--- src/rtl/b64pe_pkg.sv ---
`timescale 1ns / 1ps

package b64pe_pkg;

    // Field and counter widths
    localparam int CHAR_W          = 8;
    localparam int SYM_W           = 6;
    localparam int NET_W           = 16;
    localparam int COUNT_WIDTH_DEF = 16;
    localparam int SAT_W           = 32;

    // Characters with a special meaning
    localparam logic [CHAR_W-1:0] CH_PCT    = 8'h25;  // '%'
    localparam logic [CHAR_W-1:0] CH_EQ     = 8'h3D;  // '='
    localparam logic [CHAR_W-1:0] CH_THREE  = 8'h33;  // '3'
    localparam logic [CHAR_W-1:0] CH_TWO    = 8'h32;  // '2'
    localparam logic [CHAR_W-1:0] CH_UP_D   = 8'h44;  // 'D'
    localparam logic [CHAR_W-1:0] CH_UP_B   = 8'h42;  // 'B'
    localparam logic [CHAR_W-1:0] CH_UP_F   = 8'h46;  // 'F'
    localparam logic [CHAR_W-1:0] CH_PLUS   = 8'h2B;  // '+'
    localparam logic [CHAR_W-1:0] CH_SLASH  = 8'h2F;  // '/'
    localparam logic [CHAR_W-1:0] CASE_MASK = 8'h20;

    // Symbol values of the escaped characters
    localparam logic [SYM_W-1:0] VAL_PLUS  = 6'd62;
    localparam logic [SYM_W-1:0] VAL_SLASH = 6'd63;

    // Escape tracking
    typedef enum logic [1:0] {
        ESC_IDLE,
        ESC_PCT,
        ESC_DIGIT
    } t_esc_phase;

    // One classified character, as it travels through the queue
    typedef struct packed {
        logic [SYM_W-1:0] sym_val;
        logic             sym_ok;
        logic             is_eq;
        logic             is_pct;
        logic             dig_three;
        logic             dig_two;
        logic             let_d;
        logic             let_b;
        logic             let_f;
        logic             last;
    } t_sym_class;

    // Queue occupancy flags
    typedef struct packed {
        logic full;
        logic empty;
    } t_q_status;

    // Alphabet lookup: {in_alphabet, value}
    function automatic logic [SYM_W:0] sym_lookup(input logic [CHAR_W-1:0] c);
        logic [CHAR_W-1:0] v;
        logic              ok;
        v  = '0;
        ok = 1'b1;
        case (c) inside
            [8'h41:8'h5A]: v = c - 8'h41;          // A-Z
            [8'h61:8'h7A]: v = c - 8'h47;          // a-z
            [8'h30:8'h39]: v = c + 8'h04;          // 0-9
            CH_PLUS:       v = 8'(VAL_PLUS);
            CH_SLASH:      v = 8'(VAL_SLASH);
            default:       ok = 1'b0;
        endcase
        return {ok, v[SYM_W-1:0]};
    endfunction

endpackage

--- src/rtl/base64_decoder_percent_escapes_core.sv ---
`timescale 1ns / 1ps
// A character transfer is written into the queue, then decoded from its head into the
// result register. Throughput: one character per cycle while not stalled; the two-entry
// queue between classifier and decode stage absorbs output stalls until it is full.
// Reset: synchronous, active low; clears decode state, queue and output valid.
// No clearing pass is needed after reset.
module base64_decoder_percent_escapes_core #(
    parameter int COUNT_WIDTH = b64pe_pkg::COUNT_WIDTH_DEF
) (
    input  logic                         i_clk,
    input  logic                         i_rst_n,
    input  logic                         i_valid,
    output logic                         o_stall,
    input  logic [b64pe_pkg::CHAR_W-1:0] i_symbol_char,
    input  logic                         i_is_final,
    output logic                         o_valid,
    input  logic                         i_stall,
    output logic                         o_byte_valid,
    output logic [b64pe_pkg::CHAR_W-1:0] o_data_byte,
    output logic                         o_done_res,
    output logic                         o_decode_error,
    output logic [b64pe_pkg::NET_W-1:0]  o_net_length
);

    b64pe_pkg::t_sym_class w_cls_in;
    b64pe_pkg::t_sym_class w_cls_head;
    b64pe_pkg::t_q_status  w_q_status;
    logic                  w_push;
    logic                  w_pop;

    // Front end: accept and classify
    b64pe_front u_front (
        .i_valid       (i_valid),
        .i_symbol_char (i_symbol_char),
        .i_is_final    (i_is_final),
        .i_q_status    (w_q_status),
        .o_stall       (o_stall),
        .o_push        (w_push),
        .o_cls         (w_cls_in)
    );

    // Queue between front and back
    b64pe_queue u_queue (
        .i_clk    (i_clk),
        .i_rst_n  (i_rst_n),
        .i_push   (w_push),
        .i_wdata  (w_cls_in),
        .i_pop    (w_pop),
        .o_rdata  (w_cls_head),
        .o_status (w_q_status)
    );

    // Back end: decode state and result register
    b64pe_back #(
        .COUNT_WIDTH (COUNT_WIDTH)
    ) u_back (
        .i_clk          (i_clk),
        .i_rst_n        (i_rst_n),
        .i_cls          (w_cls_head),
        .i_avail        (!w_q_status.empty),
        .o_pop          (w_pop),
        .o_valid        (o_valid),
        .i_stall        (i_stall),
        .o_byte_valid   (o_byte_valid),
        .o_data_byte    (o_data_byte),
        .o_done_res     (o_done_res),
        .o_decode_error (o_decode_error),
        .o_net_length   (o_net_length)
    );

    // Queue can never be full and empty at once
    a_q_flags: assert property (@(posedge i_clk) disable iff (!i_rst_n)
        !(w_q_status.full && w_q_status.empty))
        else $error("queue full and empty together");

    // A decoded byte never goes out with the error flag
    a_no_byte_on_err: assert property (@(posedge i_clk) disable iff (!i_rst_n)
        (o_valid && o_byte_valid) |-> !o_decode_error)
        else $error("byte emitted with error flag");

    // Net length only on a clean done result
    a_net_done: assert property (@(posedge i_clk) disable iff (!i_rst_n)
        (o_valid && (!o_done_res || o_decode_error)) |-> (o_net_length == '0))
        else $error("net length outside clean done result");

    // A character transfer into the queue while full must not happen
    a_no_push_full: assert property (@(posedge i_clk) disable iff (!i_rst_n)
        w_q_status.full |-> !w_push)
        else $error("push into full queue");

endmodule

--- src/rtl/b64pe_front.sv ---
`timescale 1ns / 1ps

module b64pe_front (
    input  logic                          i_valid,
    input  logic [b64pe_pkg::CHAR_W-1:0]  i_symbol_char,
    input  logic                          i_is_final,
    input  b64pe_pkg::t_q_status          i_q_status,
    output logic                          o_stall,
    output logic                          o_push,
    output b64pe_pkg::t_sym_class         o_cls
);

    logic [b64pe_pkg::SYM_W:0]  look;
    logic [b64pe_pkg::CHAR_W-1:0] upper;

    // Stall only while the queue is full
    assign o_stall = i_q_status.full;
    assign o_push  = i_valid && !i_q_status.full;

    // Classify the character for every state the back end may be in
    always_comb begin
        look  = b64pe_pkg::sym_lookup(i_symbol_char);
        upper = i_symbol_char & ~b64pe_pkg::CASE_MASK;
        o_cls.sym_val   = look[b64pe_pkg::SYM_W-1:0];
        o_cls.sym_ok    = look[b64pe_pkg::SYM_W];
        o_cls.is_eq     = (i_symbol_char == b64pe_pkg::CH_EQ);
        o_cls.is_pct    = (i_symbol_char == b64pe_pkg::CH_PCT);
        o_cls.dig_three = (i_symbol_char == b64pe_pkg::CH_THREE);
        o_cls.dig_two   = (i_symbol_char == b64pe_pkg::CH_TWO);
        o_cls.let_d     = (upper == b64pe_pkg::CH_UP_D);
        o_cls.let_b     = (upper == b64pe_pkg::CH_UP_B);
        o_cls.let_f     = (upper == b64pe_pkg::CH_UP_F);
        o_cls.last      = i_is_final;
    end

endmodule

--- src/rtl/b64pe_queue.sv ---
`timescale 1ns / 1ps

module b64pe_queue (
    input  logic                  i_clk,
    input  logic                  i_rst_n,
    input  logic                  i_push,
    input  b64pe_pkg::t_sym_class i_wdata,
    input  logic                  i_pop,
    output b64pe_pkg::t_sym_class o_rdata,
    output b64pe_pkg::t_q_status  o_status
);

    // Two-entry queue
    b64pe_pkg::t_sym_class r_mem [2];
    logic                  r_wptr;
    logic                  r_rptr;
    logic [1:0]            r_count;
    logic [1:0]            n_count;

    assign o_status.full  = (r_count == 2'd2);
    assign o_status.empty = (r_count == 2'd0);
    assign o_rdata        = r_mem[r_rptr];

    always_comb begin
        n_count = r_count + 2'(i_push) - 2'(i_pop);
    end

    // Pointers and occupancy
    always_ff @(posedge i_clk) begin
        if (!i_rst_n) begin
            r_wptr  <= 1'b0;
            r_rptr  <= 1'b0;
            r_count <= 2'd0;
        end else begin
            if (i_push) r_wptr <= ~r_wptr;
            if (i_pop)  r_rptr <= ~r_rptr;
            r_count <= n_count;
        end
    end

    // Storage
    always_ff @(posedge i_clk) begin
        if (i_push) r_mem[r_wptr] <= i_wdata;
    end

endmodule

--- src/rtl/b64pe_back.sv ---
`timescale 1ns / 1ps

module b64pe_back #(
    parameter int COUNT_WIDTH = b64pe_pkg::COUNT_WIDTH_DEF
) (
    input  logic                         i_clk,
    input  logic                         i_rst_n,
    input  b64pe_pkg::t_sym_class        i_cls,
    input  logic                         i_avail,
    output logic                         o_pop,
    output logic                         o_valid,
    input  logic                         i_stall,
    output logic                         o_byte_valid,
    output logic [b64pe_pkg::CHAR_W-1:0] o_data_byte,
    output logic                         o_done_res,
    output logic                         o_decode_error,
    output logic [b64pe_pkg::NET_W-1:0]  o_net_length
);

    localparam logic [COUNT_WIDTH-1:0] CNT_MAX = {COUNT_WIDTH{1'b1}};

    // Decoder state
    logic [1:0]                       r_pos,    n_pos;
    logic [b64pe_pkg::SYM_W-1:0]      r_carry,  n_carry;
    b64pe_pkg::t_esc_phase            r_phase,  n_phase;
    logic                             r_d3,     n_d3;
    logic [COUNT_WIDTH-1:0]           r_bytes,  n_bytes;
    logic [COUNT_WIDTH-1:0]           r_pad,    n_pad;
    logic                             r_failed, n_failed;

    // Output register
    logic                             r_out_valid;
    logic                             r_byte_valid;
    logic [b64pe_pkg::CHAR_W-1:0]     r_data_byte;
    logic                             r_done;
    logic                             r_err;
    logic [b64pe_pkg::NET_W-1:0]      r_net;

    // Per-item results
    logic                             take;
    logic [b64pe_pkg::SYM_W-1:0]      take_v;
    logic                             take_pad;
    logic                             emit;
    logic [b64pe_pkg::CHAR_W-1:0]     res_byte;
    logic                             res_err;
    logic [b64pe_pkg::NET_W-1:0]      res_net;
    logic [COUNT_WIDTH-1:0]           diff;
    logic [b64pe_pkg::SAT_W-1:0]      diff_ext;
    logic                             load;

    // Output register loads when empty or being drained
    assign load    = !r_out_valid || !i_stall;
    assign o_pop   = i_avail && load;
    assign o_valid = r_out_valid;

    assign o_byte_valid   = r_byte_valid;
    assign o_data_byte    = r_data_byte;
    assign o_done_res     = r_done;
    assign o_decode_error = r_err;
    assign o_net_length   = r_net;

    // Next state and result for the item at the head of the queue
    always_comb begin
        n_pos    = r_pos;
        n_carry  = r_carry;
        n_phase  = r_phase;
        n_d3     = r_d3;
        n_bytes  = r_bytes;
        n_pad    = r_pad;
        n_failed = r_failed;
        take     = 1'b0;
        take_v   = '0;
        take_pad = 1'b0;
        emit     = 1'b0;
        res_byte = '0;
        res_net  = '0;
        diff     = '0;
        diff_ext = '0;

        // Escape tracking and symbol selection
        if (!r_failed) begin
            case (r_phase)
                b64pe_pkg::ESC_IDLE: begin
                    if (i_cls.is_pct) begin
                        n_phase = b64pe_pkg::ESC_PCT;
                    end else if (i_cls.is_eq) begin
                        take     = 1'b1;
                        take_pad = 1'b1;
                    end else if (i_cls.sym_ok) begin
                        take   = 1'b1;
                        take_v = i_cls.sym_val;
                    end else begin
                        n_failed = 1'b1;
                    end
                end
                b64pe_pkg::ESC_PCT: begin
                    if (i_cls.dig_three) begin
                        n_d3    = 1'b1;
                        n_phase = b64pe_pkg::ESC_DIGIT;
                    end else if (i_cls.dig_two) begin
                        n_d3    = 1'b0;
                        n_phase = b64pe_pkg::ESC_DIGIT;
                    end else begin
                        n_failed = 1'b1;
                    end
                end
                b64pe_pkg::ESC_DIGIT: begin
                    n_phase = b64pe_pkg::ESC_IDLE;
                    if (r_d3 && i_cls.let_d) begin
                        take     = 1'b1;
                        take_pad = 1'b1;
                    end else if (!r_d3 && i_cls.let_b) begin
                        take   = 1'b1;
                        take_v = b64pe_pkg::VAL_PLUS;
                    end else if (!r_d3 && i_cls.let_f) begin
                        take   = 1'b1;
                        take_v = b64pe_pkg::VAL_SLASH;
                    end else begin
                        n_failed = 1'b1;
                    end
                end
                default: begin
                    n_phase = b64pe_pkg::ESC_IDLE;
                end
            endcase
        end

        // Symbol into the current group of four
        if (take) begin
            case (r_pos)
                2'd0: begin
                    n_carry = take_v;
                end
                2'd1: begin
                    emit     = 1'b1;
                    res_byte = {r_carry, take_v[5:4]};
                    n_carry  = {2'b00, take_v[3:0]};
                end
                2'd2: begin
                    emit     = 1'b1;
                    res_byte = {r_carry[3:0], take_v[5:2]};
                    n_carry  = {4'b0000, take_v[1:0]};
                end
                default: begin
                    emit     = 1'b1;
                    res_byte = {r_carry[1:0], take_v};
                    n_carry  = '0;
                end
            endcase
            // Padding count over the last two positions
            if (r_pos[1]) begin
                if (!take_pad)            n_pad = '0;
                else if (r_pad != CNT_MAX) n_pad = r_pad + 1'b1;
            end
            n_pos = r_pos + 2'd1;
        end

        // Truncated message
        if (i_cls.last && !n_failed &&
            (n_phase != b64pe_pkg::ESC_IDLE || n_pos != 2'd0)) begin
            n_failed = 1'b1;
        end

        if (n_failed) emit = 1'b0;
        if (!emit)    res_byte = '0;
        if (emit && r_bytes != CNT_MAX) n_bytes = r_bytes + 1'b1;
        res_err = n_failed;

        // Net length on a clean end of message
        if (i_cls.last && !n_failed) begin
            if (n_bytes > n_pad) diff = n_bytes - n_pad;
            diff_ext = b64pe_pkg::SAT_W'(diff);
            if (diff_ext > b64pe_pkg::SAT_W'(16'hFFFF)) res_net = 16'hFFFF;
            else                                        res_net = diff_ext[15:0];
        end

        // Fresh state for the next message
        if (i_cls.last) begin
            n_pos    = 2'd0;
            n_carry  = '0;
            n_phase  = b64pe_pkg::ESC_IDLE;
            n_d3     = 1'b0;
            n_bytes  = '0;
            n_pad    = '0;
            n_failed = 1'b0;
        end
    end

    // State registers
    always_ff @(posedge i_clk) begin
        if (!i_rst_n) begin
            r_pos    <= 2'd0;
            r_carry  <= '0;
            r_phase  <= b64pe_pkg::ESC_IDLE;
            r_d3     <= 1'b0;
            r_bytes  <= '0;
            r_pad    <= '0;
            r_failed <= 1'b0;
        end else if (o_pop) begin
            r_pos    <= n_pos;
            r_carry  <= n_carry;
            r_phase  <= n_phase;
            r_d3     <= n_d3;
            r_bytes  <= n_bytes;
            r_pad    <= n_pad;
            r_failed <= n_failed;
        end
    end

    // Result register control
    always_ff @(posedge i_clk) begin
        if (!i_rst_n) begin
            r_out_valid <= 1'b0;
        end else if (load) begin
            r_out_valid <= i_avail;
        end
    end

    // Result register payload
    always_ff @(posedge i_clk) begin
        if (o_pop) begin
            r_byte_valid <= emit;
            r_data_byte  <= res_byte;
            r_done       <= i_cls.last;
            r_err        <= res_err;
            r_net        <= res_net;
        end
    end

endmodule
--- config.mk ---
export PLATFORM = sky130hd
export DESIGN_NAME = base64_decoder_percent_escapes_core
export DESIGN_NICKNAME = d
export VERILOG_FILES = /design/src/rtl/b64pe_pkg.sv /design/src/rtl/base64_decoder_percent_escapes_core.sv /design/src/rtl/b64pe_front.sv /design/src/rtl/b64pe_queue.sv /design/src/rtl/b64pe_back.sv
export SDC_FILE = /design/constraint.sdc
export NUM_CORES = 1
export LEC_CHECK = 0
export BUFFER_PORTS_ARGS = -buffer_cell sky130_fd_sc_hd__buf_2
export CORE_ASPECT_RATIO = 0.9
export CORE_MARGIN = 1
export CORE_UTILIZATION = 30
export DETAILED_ROUTE_END_ITERATION = 8
export SLEW_MARGIN = 30
export SYNTH_ARGS = -nofsm -noshare
export SYNTH_HDL_FRONTEND = slang
export SYNTH_HIERARCHICAL = 1
export SYNTH_SLANG_ARGS = --single-unit
--- constraint.sdc ---
create_clock -name i_clk -period 5.85 [get_ports i_clk]
set_clock_uncertainty 0.15 [all_clocks]
set_input_delay 0.585 -clock i_clk [delete_from_list [all_inputs] [get_ports i_clk]]
set_output_delay 0.585 -clock i_clk [all_outputs]
set_load 0.1 [all_outputs]
## Word level (Yosys, flattened, before mapping)

Memories as Yosys holds them, arrays and structs flattened. A register that Yosys moved wholly into a read port is not among the register bits.
Index checks and enable logic that the tools add are counted.

- Register bits after elaboration: 76
- RAM bits: 30
- Bits of input ports: 13
- Output and inout bits: 29
- Memories: 1

Memories:

| memory | depth | bits a word | read ports | clocked after memory_dff | write ports | line | text |
|---|---|---|---|---|---|---|---|
| u_queue.r_mem | 2 | 15 | 1 | 1 | 1 | b64pe_queue.sv:14 | `b64pe_pkg::t_sym_class r_mem [2];` |

- $add $sub $neg: 9
- Magnitude comparators: 7
- Equal/unequal tests: 17
- Multiplexer cells: 74
- Bitwise gates (word level): 2
- Reductions and logical operators: 33

Operator list:

| kind | count |
|---|---|
| two-way mux 16 bit | 7 |
| two-way mux 6 bit | 14 |
| == test 8 x 6 -> 1 bit (second input constant) | 6 |
| two-way mux 1 bit | 39 |
| adder 16 x 1 -> 16 bit (second input constant) | 2 |
| inequality test 16 bit (second input constant) | 2 |
| one-hot mux 8 bit (3 select lines) | 1 |
| == test 7 x 6 -> 1 bit (second input constant) | 3 |
| one-hot mux 6 bit (3 select lines) | 1 |
| >= comparator 8 x 7 -> 1 bit (second input constant) | 2 |
| > comparator 16 bit | 1 |
| <= comparator 8 x 7 -> 1 bit (second input constant) | 2 |
| subtractor 16 bit | 1 |
| two-way mux 2 bit | 7 |
| logical AND 1 bit | 12 |
| one-hot mux 6 bit (2 select lines) | 1 |
| >= comparator 8 x 6 -> 1 bit (second input constant) | 1 |
| <= comparator 8 x 6 -> 1 bit (second input constant) | 1 |
| nonzero test 2 bit | 4 |
| zero test 1 bit | 7 |
| adder 6 x 3 -> 6 bit (second input constant) | 1 |
| == test 2 bit (second input constant) | 3 |
| zero test 2 bit | 3 |
| AND reduction 2 bit | 3 |
| 14 further kinds | 18 |

## Longest topological paths before layout

- Word-level depth: 17
- Mapped depth: 19
- Depth with buffers taken out: 16

## Cells and area by module

The synthesis kept the hierarchy.

Modules (own cells, without submodules):

| module | instances | cells an instance | area each (µm²) | sequential area each (µm²) |
|---|---|---|---|---|
| b64pe_back | 1 | 609 | 5069.9 | 1711.6 |
| b64pe_queue | 1 | 68 | 1363.8 | 1001.0 |
| b64pe_front | 1 | 86 | 600.6 | 0.0 |
| base64_decoder_percent_escapes_core | 1 | 1 | 3.8 | 0.0 |

## Worst setup path before layout

OpenSTA, ideal clock, no wires.

- Kind: reg-to-reg
- From: register (tool-made name)
- To: register u_back.r_net (netlist bit u_back/o_net_length[10]) (data pin)
- Library setup time: 0.257 ns
- Arrival: 4.464 ns
- Required time: 5.443 ns
- Setup slack: 0.979 ns
- Stages on the path, launching flop included: 20
- Path buffers: 5
- Path through: dfxtp_1 buf_6 buf_12 mux2_4 or3_4 o32a_2 or3_1 buf_6 nor2_4 buf_4 nand3_1 xnor2_1 ha_1 a21o_1 or3_1 o21ai_0 a21oi_1 o311ai_2 buf_2 nor2_1

RTL lines:

| element | line | text |
|---|---|---|
| end signal: assignment | b64pe_back.sv:226 | `r_net <= res_net;` |
| end: declaration | b64pe_back.sv:37 | `logic [b64pe_pkg::NET_W-1:0] r_net;` |

==> impl_metrics.ini <==
[status]
status = finished clean

[synthesis]
yosys.area.top_type = edfxtp_1
synthesis.area_sq_um = 7038
synth_fa_ha_area_share_pct = 6.151
synth_edf_count = 57
synth_commonest_cells = 75 x nand2_1, 57 x edfxtp_1, 57 x nor2_1
async_reset_ff_share_pct = 0
netlist_top_cells_area = edfxtp_1 24%, dfxtp_1 14%, ha_1 5.9%
synthMuxAreaShare_pct = 4.124
ys_ff_latch = 107
yosys_warnings = 6
yosys.area_share.simple_pct = 22.70
synth_fp_nets = 811
yosysMostFrequentCell = nand2_1
yosysTopAreaCellShare_pct = 24.32
yosys.cell_types.count = 85
synth_xor_area_share_pct = 5.049
synth_top_family_by_area = simple AND/OR/NAND/NOR gates
postSynthCellCount = 764
syn_avg_cell_area_sq_um = 9.212
synth_seq_area_share_pct = 38.54
synthFlopType = edfxtp_1
synth_compound_area_share_pct = 19.50

[route]
dr_wl_met2_um = 7686
top_layer = met4
vias_per_cell = 5.386
drc = 0
vias = 5898
wirelength_um = 17240
wire_per_inst_um = 15.75
met1_length_um = 8340
detail-route-antenna-nets = 0
drtPass1Iterations = 5
drt_iter0_drc = 467
routed-wl-met3_um = 890

[finish]
finalInstanceArea_sq_um = 7854
area_delta_synth_final_pct = 11.59
antennaDiodeCount = 0
fillers = 2307
nNetsFinal = 840
multi_input_area_sq_um = 4060
regArea_sq_um = 2713
drive_gt1_share_pct = 14.16

[critical_path]
critPathSlowestCell = dfxtp_1
cp-start-kind = flip-flop
critPathArrivalTime_ns = 5.21
required_ns = 5.89
crit_type = reg -> reg
critPathCaptureType = flip-flop
crit_chain = buf_4 > mux2_2 > nor3_1 > o32ai_2 > a221oi_2 > or2_1 > nor2_1 > xnor2_1 > ha_1 > fa_1 > nand2b_1 > a21oi_1 > o21ai_0 > a21oi_1 > o311ai_2 > buf_4 > nor3_1
slowest_delay_ns = 0.46
crit_fanout = 16

[power_and_ir_drop]
powerDensity_nw_per_um2 = 372.3
power.total_mw = 2.924
p_leak_nw = 2.824
peakVddDrop_uv = 205.9

[min_path]
hp-class = in -> reg

[floorplan]
core_area_sq_um = 22770
die_h_um = 147.3
start_util_pct = 30.91
row_count = 52
dieWidth_um = 163.5
io_pins = 42
dieArea_sq_um = 24080

[sta]
drv_slew = 0
period_needed_ns = 5.163
worstMarginPinSlew_ns = 0.7467
finalSetupViolCount = 0
final.period_utilization_pct = 88.25
maxSlewHeadroom_pct = 49.89
final-hold-violation-count = 0
rsz0062_at_grt = false
finalSetupTns_ns = 0
fmax_ghz = 0.1937

[grt]
grt_remaining_overflow = 0
antenna_found_initial = 0
grt_pass1_vias = 5455
grt_pass1_wl_um = 28120
track_usage_pct = 14.76
grt_max_degree = 39

[place]
place.gp.congestion = 0.8488
dp_hpwl_um = 12540
port_buffers = 41
dpl-instance-area_sq_um = 7518

[clocking]
cts_buffers = 9
clockBufferDepth = 2
htree_levels = 3
post_cts_resized = 0
postCtsHoldBufs = 0
tritoncts = built
root_buffer = clkbuf_16
post-cts-setup-buffers = 0
clock-sinks = 107
clk_pin_slew_ns = 0.08
clock_latency_ns = 0.36

[job]
maxCapViolations = 0
## metrics by stage
stage	setup WS (ns)	instances	utilization, %	hold WS [ns]
6_report	0.6873	1095	34.49	0.2569
5_1_grt	0.2853	1095	34.49	0.2461
4_1_cts	0.7158	1095	34.49	0.2495
3_5_place_dp	0.7755	1079	33.02	0.2981
3_3_place_gp	0.8488	1079	32.97	0.2930
2_1_floorplan	0.9788	764	-	0.2824
## cells in the final DEF (no fill, tap or decap), types with 13 or more instances in the layout
cell type  instances
nor3_1            28
nand3_1           33
o21ai_0           33
nand2b_1          15
edfxtp_1          57
xnor2_1           25
buf_2             41
ha_1              33
nor2_1            56
a31oi_1           14
nand2_1           75
a21oi_1           56
xor2_1            13
dfxtp_1           50
inv_1             25
nor2b_1           13
## cell type report
type                       count  share of cell area, %
inverter                      27                  1.290
clock buffer                   9                  2.868
multi-input combinational    598                  51.70
clock inverter                 7                  1.402
timing repair buffer          50                  3.473
tap                          297                  4.732
sequential                   107                  34.54
## where the power goes
part           internal [mW]  leakage (nW)  switching, mW
combinational          0.270          1.71           1.00
sequential             0.938         0.949         0.0476
clock                  0.350         0.162          0.319
## worst paths after layout
check | start | endpoint | slack (ns) | depth (start not counted)
setup / recovery | flip-flop | u_back/o_net_length[13]$_SDFFCE_PN0P_ | 0.69 | 17
hold / removal | i_is_final | u_queue/r_mem[0][0]$_DFFE_PP_ | 0.26 | 1
setup reg to reg | flip-flop | u_back/o_net_length[13]$_SDFFCE_PN0P_ | 0.69 | 17
hold reg to reg | u_back/r_carry[5]$_SDFFE_PN0P_ | u_back/r_carry[5]$_SDFFE_PN0P_ | 0.31 | 2
## metal layers
metal / vias to the layer above / track usage, %
met3: 25 / 2.739
met5: - / 0
met4: 0 / 5.278
met2: 158 / 22.65
li1: 2916 / -
met1: 2799 / 20.56
## cells by family after synthesis
kind of cell / after synthesis
AND/OR/NAND/NOR: 300
multiplexers: 23
buffers and inverters: 59
flip-flops: 107
adder cells (fa/ha/maj): 34
XOR/XNOR: 39
AO/OA/AOI/OAI: 202
## sequential cells by signal (all words and copies together), names as in the netlist, named ones only
signal / count
u_back/o_valid: 1
u_back/r_failed: 1
u_back/r_carry: 6
u_queue/r_wptr: 1
u_back/o_data_byte: 8
u_back/o_done_res: 1
u_back/r_phase: 2
u_back/o_net_length: 16
u_queue/r_mem: 30
u_back/o_byte_valid: 1
u_queue/r_count: 2
u_back/o_decode_error: 1
u_queue/r_rptr: 1
u_back/r_d3: 1
u_back/r_bytes: 16
u_back/r_pos: 2
u_back/r_pad: 16
## critical path: cells and delay by family, from the launching register on
kind            cells  cell delay (ns)
compound gates      6             1.40
simple gates        5             1.31
fa+ha+maj           2             0.63
buf+inv             2             0.49
flops               1             0.46
mux                 1             0.38
xor+xnor            1             0.16
Power figures use the tool's default switching activity.
